`config.mk`:
```
export PLATFORM = sky130hd
export DESIGN_NAME = sync_length_frame_deframer
export DESIGN_NICKNAME = d
export VERILOG_FILES = /design/src/sv/sldf_pkg.sv /design/src/sv/sldf_front.sv /design/src/sv/sldf_queue.sv /design/src/sv/sldf_back.sv /design/src/sv/sync_length_frame_deframer.sv
export SDC_FILE = /design/constraint.sdc
export NUM_CORES = 1
export LEC_CHECK = 0
export ABC_AREA = 0
export CAP_MARGIN = 20
export CORE_ASPECT_RATIO = 1.4
export CORE_MARGIN = 2
export CORE_UTILIZATION = 65
export CTS_CLUSTER_DIAMETER = 30
export CTS_CLUSTER_SIZE = 16
export DETAILED_ROUTE_END_ITERATION = 16
export DONT_BUFFER_PORTS = 1
export MAX_ROUTING_LAYER = met4
export PLACE_DENSITY = 0.9
export SKIP_LAST_GASP = 1
export SYNTH_ARGS = -nofsm -noshare
export SYNTH_HDL_FRONTEND = slang
export SYNTH_SLANG_ARGS = --single-unit
```
`constraint.sdc`:
```
create_clock -name clock -period 9.3 [get_ports clock]
set_input_delay 0.93 -clock clock [delete_from_list [all_inputs] [get_ports clock]]
set_output_delay 0.93 -clock clock [all_outputs]
set_load 0.005 [all_outputs]
```
`src/sv/sldf_pkg.sv`:
```
`default_nettype none

package sldf_pkg;

   // Sync word, first byte on the link first
   localparam int unsigned SYNC_BYTES = 4;
   localparam logic [7:0] SYNC_WORD [SYNC_BYTES] = '{8'hDE, 8'hAD, 8'hBE, 8'hEF};
   localparam logic [1:0] SYNC_LAST_INDEX = 2'(SYNC_BYTES - 1);

   // Header bytes that carry the payload length, little endian
   localparam logic [15:0] LEN_LOW_INDEX  = 16'd4;
   localparam logic [15:0] LEN_HIGH_INDEX = 16'd5;

   // Depth of the queue between the classifier and the output stage
   localparam int unsigned QUEUE_DEPTH = 4;

   localparam logic STATUS_OK        = 1'b0;
   localparam logic STATUS_TOO_LONG  = 1'b1;

   // One result word
   typedef struct packed {
      logic [7:0] frame_byte;
      logic       in_header;
      logic       frame_end;
      logic       status;
   } rsp_word_type;

endpackage

`default_nettype wire

```
`src/sv/sldf_front.sv`:
```
`default_nettype none

module sldf_front #(
   parameter int unsigned HEADER_BYTES = 8
) (
   input  wire logic                  clock,
   input  wire logic                  reset,
   input  wire logic                  accept,
   input  wire logic [7:0]            rx_byte,
   input  wire logic                  cfg_write,
   input  wire logic [15:0]           cfg_max_len,
   output logic                       word_valid,
   output sldf_pkg::rsp_word_type     word
);

   typedef enum logic [1:0] {
      PH_SYNC    = 2'd0,
      PH_HEADER  = 2'd1,
      PH_PAYLOAD = 2'd2
   } phase_type;

   localparam logic [15:0] HDR_LAST = 16'(HEADER_BYTES - 1);

   phase_type   phase_ff, phase_in;
   logic [15:0] byte_count_ff, byte_count_in;
   logic [15:0] payload_length_ff, payload_length_in;
   logic [15:0] max_len_ff;
   logic [15:0] len_now;
   logic [16:0] next_count;

   // Merge the incoming length byte into the stored length
   always_comb begin
      len_now = payload_length_ff;
      if (byte_count_ff == sldf_pkg::LEN_LOW_INDEX) begin
         len_now = {payload_length_ff[15:8], rx_byte};
      end else if (byte_count_ff == sldf_pkg::LEN_HIGH_INDEX) begin
         len_now = {rx_byte, payload_length_ff[7:0]};
      end
   end

   assign next_count = {1'b0, byte_count_ff} + 17'd1;

   // Classify the byte and advance the frame state
   always_comb begin
      phase_in          = phase_ff;
      byte_count_in     = byte_count_ff;
      payload_length_in = payload_length_ff;
      word_valid        = 1'b0;
      word.frame_byte   = rx_byte;
      word.in_header    = 1'b0;
      word.frame_end    = 1'b0;
      word.status       = sldf_pkg::STATUS_OK;
      if (accept) begin
         case (phase_ff)
            PH_HEADER: begin
               payload_length_in = len_now;
               word_valid        = 1'b1;
               word.in_header    = 1'b1;
               if (byte_count_ff >= HDR_LAST) begin
                  byte_count_in = '0;
                  if (len_now > max_len_ff) begin
                     phase_in       = PH_SYNC;
                     word.frame_end = 1'b1;
                     word.status    = sldf_pkg::STATUS_TOO_LONG;
                  end else if (len_now == 16'd0) begin
                     phase_in       = PH_SYNC;
                     word.frame_end = 1'b1;
                  end else begin
                     phase_in = PH_PAYLOAD;
                  end
               end else begin
                  byte_count_in = next_count[15:0];
               end
            end
            PH_PAYLOAD: begin
               word_valid = 1'b1;
               if (next_count >= {1'b0, payload_length_ff}) begin
                  phase_in       = PH_SYNC;
                  byte_count_in  = '0;
                  word.frame_end = 1'b1;
               end else begin
                  byte_count_in = next_count[15:0];
               end
            end
            default: begin
               // Hunt for the sync word; a mismatch restarts the hunt
               if (rx_byte == sldf_pkg::SYNC_WORD[byte_count_ff[1:0]]) begin
                  if (byte_count_ff[1:0] == sldf_pkg::SYNC_LAST_INDEX) begin
                     phase_in          = PH_HEADER;
                     byte_count_in     = '0;
                     payload_length_in = '0;
                  end else begin
                     byte_count_in = next_count[15:0];
                  end
               end else begin
                  phase_in      = PH_SYNC;
                  byte_count_in = '0;
               end
            end
         endcase
      end
   end

   // Hold frame state and the length limit
   always_ff @(posedge clock) begin
      if (reset) begin
         phase_ff          <= PH_SYNC;
         byte_count_ff     <= '0;
         payload_length_ff <= '0;
         max_len_ff        <= 16'd1024;
      end else begin
         phase_ff          <= phase_in;
         byte_count_ff     <= byte_count_in;
         payload_length_ff <= payload_length_in;
         if (cfg_write) begin
            max_len_ff <= cfg_max_len;
         end
      end
   end

   a_status_ends_header: assert property (@(posedge clock) disable iff (reset)
      (word_valid && word.status) |-> (word.frame_end && word.in_header))
      else $error("error status on a word that does not end the header");

   a_payload_nonzero: assert property (@(posedge clock) disable iff (reset)
      (phase_ff == PH_PAYLOAD) |-> (payload_length_ff != 16'd0))
      else $error("payload phase with zero length");

   a_sync_count_small: assert property (@(posedge clock) disable iff (reset)
      (phase_ff == PH_SYNC) |-> (byte_count_ff < 16'(sldf_pkg::SYNC_BYTES)))
      else $error("sync hunt index out of range");

endmodule

`default_nettype wire

```
`src/sv/sldf_queue.sv`:
```
`default_nettype none

module sldf_queue (
   input  wire logic                   clock,
   input  wire logic                   reset,
   input  wire logic                   push,
   input  wire sldf_pkg::rsp_word_type push_word,
   output logic                        full,
   input  wire logic                   pop,
   output logic                        head_valid,
   output sldf_pkg::rsp_word_type      head_word
);

   localparam int unsigned PTR_W = $clog2(sldf_pkg::QUEUE_DEPTH);
   localparam int unsigned CNT_W = $clog2(sldf_pkg::QUEUE_DEPTH + 1);

   sldf_pkg::rsp_word_type store_ff [sldf_pkg::QUEUE_DEPTH];
   logic [PTR_W-1:0] wr_ptr_ff, rd_ptr_ff;
   logic [CNT_W-1:0] count_ff;
   logic             do_push, do_pop;

   assign full       = (count_ff == CNT_W'(sldf_pkg::QUEUE_DEPTH));
   assign head_valid = (count_ff != '0);
   assign head_word  = store_ff[rd_ptr_ff];
   assign do_push    = push && !full;
   assign do_pop     = pop && head_valid;

   // Write the word store
   always_ff @(posedge clock) begin
      if (do_push) begin
         store_ff[wr_ptr_ff] <= push_word;
      end
   end

   // Advance pointers and fill count
   always_ff @(posedge clock) begin
      if (reset) begin
         wr_ptr_ff <= '0;
         rd_ptr_ff <= '0;
         count_ff  <= '0;
      end else begin
         if (do_push) begin
            wr_ptr_ff <= PTR_W'(wr_ptr_ff + 1'b1);
         end
         if (do_pop) begin
            rd_ptr_ff <= PTR_W'(rd_ptr_ff + 1'b1);
         end
         if (do_push && !do_pop) begin
            count_ff <= CNT_W'(count_ff + 1'b1);
         end else if (do_pop && !do_push) begin
            count_ff <= CNT_W'(count_ff - 1'b1);
         end
      end
   end

   a_count_bound: assert property (@(posedge clock) disable iff (reset)
      count_ff <= CNT_W'(sldf_pkg::QUEUE_DEPTH))
      else $error("queue count beyond depth");

   a_push_fills: assert property (@(posedge clock) disable iff (reset)
      (do_push && !do_pop) |=> (count_ff == CNT_W'($past(count_ff) + 1'b1)))
      else $error("queue count did not grow on push");

endmodule

`default_nettype wire

```
`src/sv/sldf_back.sv`:
```
`default_nettype none

module sldf_back (
   input  wire logic                   clock,
   input  wire logic                   reset,
   input  wire logic                   head_valid,
   input  wire sldf_pkg::rsp_word_type head_word,
   output logic                        head_pop,
   input  wire logic                   pop,
   output logic                        empty,
   output sldf_pkg::rsp_word_type      out_word
);

   logic                   valid_ff;
   sldf_pkg::rsp_word_type word_ff;

   // Refill the output register when it is free or being drained
   assign head_pop = head_valid && (!valid_ff || pop);
   assign empty    = !valid_ff;
   assign out_word = word_ff;

   always_ff @(posedge clock) begin
      if (reset) begin
         valid_ff <= 1'b0;
      end else if (head_pop) begin
         valid_ff <= 1'b1;
      end else if (pop) begin
         valid_ff <= 1'b0;
      end
   end

   always_ff @(posedge clock) begin
      if (head_pop) begin
         word_ff <= head_word;
      end
   end

endmodule

`default_nettype wire

```
`src/sv/sync_length_frame_deframer.sv`:
```
// A result word is written into the queue, then into the output register on the rsp_ ports.
// Throughput: one byte per cycle on both sides unless stalled; the classifier takes one
// byte per cycle while req_full is low, and a four-word queue plus an output register decouple it from the result side.
// Sync bytes and dropped bytes produce no result word.
// Reset (synchronous, active high): sync hunt, queue empty, max payload length 1024.
`default_nettype none

module sync_length_frame_deframer #(
   parameter int unsigned HEADER_BYTES = 8
) (
   input  wire logic        clock,
   input  wire logic        reset,
   input  wire logic        req_push,
   output logic             req_full,
   input  wire logic [7:0]  req_rx_byte,
   output logic             rsp_empty,
   input  wire logic        rsp_pop,
   output logic [7:0]       rsp_frame_byte,
   output logic             rsp_in_header,
   output logic             rsp_frame_end,
   output logic             rsp_status,
   input  wire logic        csr_valid,
   output logic             csr_ready,
   input  wire logic [15:0] csr_max_payload_length
);

   logic                   accept;
   logic                   word_valid;
   sldf_pkg::rsp_word_type word;
   logic                   head_valid;
   logic                   head_pop;
   sldf_pkg::rsp_word_type head_word;
   sldf_pkg::rsp_word_type out_word;

   assign csr_ready = 1'b1;
   assign accept    = req_push && !req_full;

   sldf_front #(
      .HEADER_BYTES (HEADER_BYTES)
   ) u_front (
      .clock       (clock),
      .reset       (reset),
      .accept      (accept),
      .rx_byte     (req_rx_byte),
      .cfg_write   (csr_valid && csr_ready),
      .cfg_max_len (csr_max_payload_length),
      .word_valid  (word_valid),
      .word        (word)
   );

   sldf_queue u_queue (
      .clock      (clock),
      .reset      (reset),
      .push       (word_valid),
      .push_word  (word),
      .full       (req_full),
      .pop        (head_pop),
      .head_valid (head_valid),
      .head_word  (head_word)
   );

   sldf_back u_back (
      .clock      (clock),
      .reset      (reset),
      .head_valid (head_valid),
      .head_word  (head_word),
      .head_pop   (head_pop),
      .pop        (rsp_pop),
      .empty      (rsp_empty),
      .out_word   (out_word)
   );

   assign rsp_frame_byte = out_word.frame_byte;
   assign rsp_in_header  = out_word.in_header;
   assign rsp_frame_end  = out_word.frame_end;
   assign rsp_status     = out_word.status;

endmodule

`default_nettype wire
```
* Word level (Yosys, flattened, before mapping)
Memory sizes are Yosys's and may differ from the RTL's. A register that Yosys moved wholly into a read port is not among the register bits.
Index checks and enable logic that the tools add are counted.
** Word-level totals
- Bits in writable memories :: 44
- Input bits :: 29
- Register bits :: 58
- Memories kept :: 1
- Logic and storage cells :: 87
- Latch bits :: 0
- Output and inout port bits :: 14
- Bits in read-only memories :: 0
** Cells by class
- Equal/unequal tests :: 10
- $add $sub $neg :: 5
- $lt $le $gt $ge :: 4
- Mux-type cells :: 37
- Shifts and indexed selects :: 0
- Bitwise gates (word level) :: 2
- Reductions and logical operators :: 20
- Div/mod/pow operators :: 0
- $mul :: 0
** Memories
- u_queue.store_ff :: words 4, bits a word 11, read ports 1, clocked after Yosys merged registers in 1, write ports 1, line sldf_queue.sv:17 : sldf_pkg::rsp_word_type store_ff [sldf_pkg::QUEUE_DEPTH];
** Operators with widths (number)
- $mux W16 :: 8
- $pmux W16 S2 :: 2
- $eq A16 B3 Y1 const B :: 2
- $add A16 B1 Y17 const B :: 1
- $ge A17 B16 Y1 :: 1
- $bmux W8 S2 :: 1
- $ge A16 B3 Y1 const B :: 1
- $gt A16 B16 Y1 :: 1
- $logic_not A16 Y1 :: 1
- $mux W8 :: 2
- $mux W2 :: 7
- $mux W1 :: 12
- $mux W3 :: 3
- $eq A8 B8 Y1 :: 1
- $reduce_and A4 Y1 :: 2
- $reduce_bool A2 Y1 :: 4
- $logic_and A1 B1 Y1 :: 6
- $add A2 B1 Y2 const B :: 2
- $eq A2 B2 Y1 const B :: 2
- $logic_not A1 Y1 :: 4
- $ne A2 B1 Y1 const B :: 2
- $ne A4 B4 Y1 const B :: 1
- $pmux W2 S2 :: 1
- $add A3 B1 Y3 const B :: 1
- 10 further kinds :: 10

* Logic depth before layout (Yosys ltp)
- Word-level depth :: 9
- Mapped depth :: 15
- Mapped depth without buffers :: 14

* Modules after synthesis
From an unflattened synthesis, not the netlist that was laid out.
** Unflattened totals
- Cells, all modules :: 561
- Area, all modules :: 6143.4 um2
** By module, submodules not included
- sldf_front :: sequential area each 1001.0 um2, cells each 436, times used 1, area an instance 3686.0 um2
- sldf_queue :: sequential area each 1501.4 um2, cells each 105, times used 1, area an instance 2057.0 um2
- sldf_back :: sequential area each 350.3 um2, cells each 17, times used 1, area an instance 375.4 um2
- sync_length_frame_deframer :: sequential area each 0.0 um2, cells each 3, times used 1, area an instance 25.0 um2

* Worst setup path before layout
Ideal clock, no wire load.
- Path kind :: reg-to-reg
- Start :: reg u_front.byte_count_ff[0]
- End :: reg u_front.phase_ff[0]
- Period minus slack after synthesis :: 3.494 ns
- Setup time :: 0.079 ns
- Stages on the path, launching flop included :: 16
- Buffers on the path :: 1
- Arrival :: 3.415 ns
- Setup slack :: 5.806 ns
- Data required time :: 9.221 ns
- Path through :: dfxtp_1 > ha_1 > inv_1 > or4_4 > buf_6 > nor2_1 > nand3_1 > xnor2_1 > ha_1 > nand3_1 > nor4_1 > o21ai_0 > and3_4 > a221oi_4 > a21oi_1 > a211oi_2
** Between the ends
- Word-level cells in the longest chain between the ends :: 7
- Elaborated cells between the ends (all ways) :: 22
- Classes of those cells :: add/sub (1); order compare (3); eq/ne (7); mux (9); bitwise (1); reduce/logical (1)
** RTL lines
- start: declaration :: line sldf_front.sv:25 : logic [15:0] byte_count_ff, byte_count_in;
- start signal: assignment :: line sldf_front.sv:113 : byte_count_ff <= byte_count_in;
- parallel branches: the longest is 7 deep, another holds $add A16 B1 Y17
- end signal: assignment :: line sldf_front.sv:112 : phase_ff <= phase_in;
- end: declaration :: line sldf_front.sv:24 : phase_type phase_ff, phase_in;
Several ways; the timed one is not identified. The select of a mux whose other input is x is not followed.
A chain may end at the register's enable or synchronous reset.

* Worst setup path in the final report
Ends and elaborated chain as after synthesis.

==> results.py <==
metrics = {
    "clocking": {
        "cts_htree_levels": 4,
        "clock-sinks": 113,
        "clock_latency_ns": 0.42,
        "clock_path_buffers": 2,
        "cts_setup_buffers": 0,
        "cts_resized": 0,
        "cts_root_buf": "clkbuf_16",
        "numCtsBuffers": 17,
        "cts_tree": "done",
        "clk_pin_slew_ns": 0.06,
        "cts_hold_buf": 0,
    },
    "synthesis": {
        "synthesis.nets": 622,
        "synth_cells": 546,
        "synth_edf_count": 55,
        "avgSynthCellArea_um2": 10.84,
        "ys_ff_latch": 113,
        "ys.flop_type": "dfxtp_1",
        "syn-cell-area_um2": 5918,
        "yosys_warnings": 0,
        "ys_seq_area_frac": 0.4753,
        "synth_cell_types": 62,
        "async_flop_share": 0,
    },
    "timing": {
        "finalSetupViolations": 0,
        "fin_setup_tns_ns": 0,
        "rsz0062_at_grt": "no",
        "fin_worst_skew_ns": 0.006730,
        "fmax_mhz": 248.2,
        "hold_violations": 0,
        "period_needed_ns": 4.029,
        "slew_headroom": 0.3637,
        "slew_viol_final": 0,
        "setup_slack_ns": 5.271,
        "worst_pin_slew_ns": 0.9305,
        "period_share": 0.4333,
    },
    "worst_setup_path": {
        "slowest_stage": "or4_4",
        "crit_type": "reg -> reg",
        "worstReg2RegStart": "u_front.byte_count_ff[0]",
        "cp.required_ns": 9.63,
        "cp-startpoint": "u_front.byte_count_ff[0]",
        "critPathMaxFanout": 9,
        "endpoint_kind": "register",
        "critPathBufInv": 1,
        "r2r_cells": 14,
        "crit_family": "simple AND/OR/NAND/NOR gates",
        "worstSetupStartpointType": "register",
        "arrival_ns": 4.36,
        "critical_path_depth": 14,
        "path_cells": "ha_1 > inv_1 > or4_4 > nor2_1 > nand3_1 > xnor2_1 > ha_1 > nand3_1 > nor4_1 > o21ai_0 > and3_4 > a221oi_4 > a21oi_1 > a211oi_2",
        "slowest_delay_ns": 0.58,
    },
    "power_and_ir_drop": {
        "powerDensity_nw_per_um2": 212.1,
        "p_leak_nw": 2.502,
        "ir_drop_uv": 218.1,
    },
    "grt": {
        "grt_max_degree": 51,
        "grt_antenna_before_repair": 0,
        "globalRoute.totalOverflow": 0,
        "gr-usage-all-layers": 0.3001,
        "grt_pass1_wl_mm": 21.78,
        "grt_pass1_vias": 4327,
    },
    "place": {
        "pre_cts_ws_ns": 5.326,
        "dp_hpwl_mm": 9.648,
        "place_congestion": 0.9897,
        "numPortBuffers": 0,
    },
    "layout": {
        "area_growth_pct": 10.13,
        "multi_input_area_um2": 2826,
        "fillers": 580,
        "regArea_um2": 2813,
        "layout-drive-gt1-share": 0.1277,
        "nNetsFinal": 619,
        "insertedDiodeCount": 0,
    },
    "floorplan": {
        "die_w_um": 84.65,
        "die_height_um": 116.9,
        "rows": 41,
        "dieArea_um2": 9895,
        "start_util": 0.6630,
        "io_pins": 43,
        "core_area_um2": 8926,
    },
    "routing": {
        "num_vias": 4287,
        "totalWireLength_mm": 13.52,
        "ant_nets": 0,
        "dr.pass1.iters": 5,
        "drt_iter0_drc": 461,
        "drcViolationCount": 0,
        "post_drt_wl_per_cell_um": 20.39,
        "avgViaCountPerCell": 6.466,
    },
    "worst_hold_path": {
        "worstHoldStart": "u_front.payload_length_ff[10]",
        "hold_depth": 2,
        "min_path_type": "reg -> reg",
    },
    "run": {
        "cap_violations": 0,
    },
    "outcome": {
        "status": "complete, no violations",
    },
}
==> synth_stat cells, types with 9 or more instances <==
cell type  count  area share
mux2i_1       19       0.032
edfxtp_1      55        0.28
xnor2_1       14       0.021
mux2_2        13       0.025
nand4_1       10       0.011
nand2_1       42       0.027
a21oi_1       36       0.030
nor2_1        37       0.023
mux4_2        11       0.042
xor2_1        12       0.018
ha_1          46       0.097
dfxtp_1       58        0.20
inv_1         45       0.029
nor3_1        13       0.011
o21ai_0        9      0.0076
nand3_1       26       0.022
clkbuf_1      14      0.0089
==> report_power, final <==
| group | switching [W] | internal, W | total, W |
|---|---|---|---|
| Combinational | 0.0000842 | 0.0000766 | 0.000161 |
| Sequential | 0.0000405 | 0.000572 | 0.000613 |
| Clock | 0.000241 | 0.000368 | 0.000609 |
==> worst reg2reg max path, stage by stage (launching register included) <==
cell and delay (ns):
dfxtp_1 0.50, ha_1 0.34, inv_1 0.14, or4_4 0.58
nor2_1 0.25, nand3_1 0.13, xnor2_1 0.17, ha_1 0.31
nand3_1 0.13, nor4_1 0.33, o21ai_0 0.21, and3_4 0.22
a221oi_4 0.28, a21oi_1 0.13, a211oi_2 0.21
==> path summary, 6_finish.rpt <==
path	to	slack [ns]
hold reg to reg	u_front.payload_length_ff[10]	0.47
setup reg to reg	u_front.phase_ff[0]	5.27
setup / recovery	u_front.phase_ff[0]	5.27
hold / removal	u_front.payload_length_ff[10]	0.47
==> state kept, by name, indices dropped and copies added, names as in the netlist <==
name and count:
u_back.out_word 11, u_back.valid_ff 1, u_front.byte_count_ff 16, u_front.max_len_ff 16, u_front.payload_length_ff 16, u_front.phase_ff 2
u_queue.count_ff 3, u_queue.rd_ptr_ff 2, u_queue.store_ff 44, u_queue.wr_ptr_ff 2
==> stage by stage <==
stage	area [µm²]	total power, W	util	hold slack [ns]	std cells
floorplan	5918	0.0007422	-	0.4415	546
global placement	5961	0.0007681	0.6678	0.4455	631
detailed placement	5961	0.0007828	0.6678	0.4613	631
CTS	6518	0.001388	0.7302	0.4677	663
global route	6518	0.001434	0.7302	0.4846	663
finish	6518	0.001382	0.7302	0.4719	663
==> cell usage in the layout, fill, tap and decap left out, types with 2 or more instances in the layout <==
cell type | netlist | routed
or3_1 | 4 | 4
nand4_1 | 10 | 10
a21oi_1 | 36 | 36
dfxtp_1 | 58 | 58
o21ai_0 | 9 | 9
nand2_1 | 42 | 42
and3_1 | 5 | 5
o21ai_1 | 2 | 2
ha_1 | 46 | 46
o211ai_1 | 2 | 2
o221ai_1 | 2 | 2
edfxtp_1 | 55 | 55
nor4b_1 | 2 | 2
nor2b_1 | 4 | 4
a32o_1 | 8 | 8
inv_1 | 45 | 45
clkinv_2 | 0 | 2
clkbuf_16 | 0 | 17
nand3_1 | 26 | 26
nand2b_1 | 3 | 3
and2_1 | 4 | 4
mux4_2 | 11 | 11
xor2_1 | 12 | 12
buf_4 | 1 | 2
clkinv_4 | 0 | 2
a21o_1 | 6 | 6
xnor2_1 | 14 | 14
mux2_2 | 13 | 13
nor3_1 | 13 | 13
clkinv_1 | 0 | 2
nor4_1 | 5 | 5
nor2_1 | 37 | 37
clkinvlp_4 | 0 | 3
inv_6 | 0 | 5
mux2i_1 | 19 | 19
==> cell families (layout without fill, tap and decap cells) <==
kind of cell               Yosys count  count (layout)  synth area share
and+or+nand+nor                    166             166            0.1423
DFF                                113             113            0.4753
AOI/OAI and AO/OA                   78              78           0.09239
buffers and inverters               70              80           0.04714
adders and majority gates           47              47            0.1006
muxes                               45              45            0.1032
xor gates and xnor gates            26              26           0.03848
other                                1               1         0.0006336
==> metal layers <==
| layer | track usage | up-vias | wire (µm) |
|---|---|---|---|
| li1 | - | 1970 | - |
| met1 | 0.3160 | 2067 | 4887 |
| met3 | 0.07083 | 56 | 804 |
| met2 | 0.5192 | 194 | 7149 |
| met5 | - | - | 0 |
| met4 | 0.1683 | 0 | 678 |
==> area by class of cell <==
cell class,count,share of cell area
clock buffer,17,0.06527
inverter,46,0.02649
clock inverter,15,0.02016
sequential,113,0.4316
tap,107,0.02054
timing repair buffer,2,0.002304
multi-input combinational,363,0.4337
(Power assumes the default switching activity.)
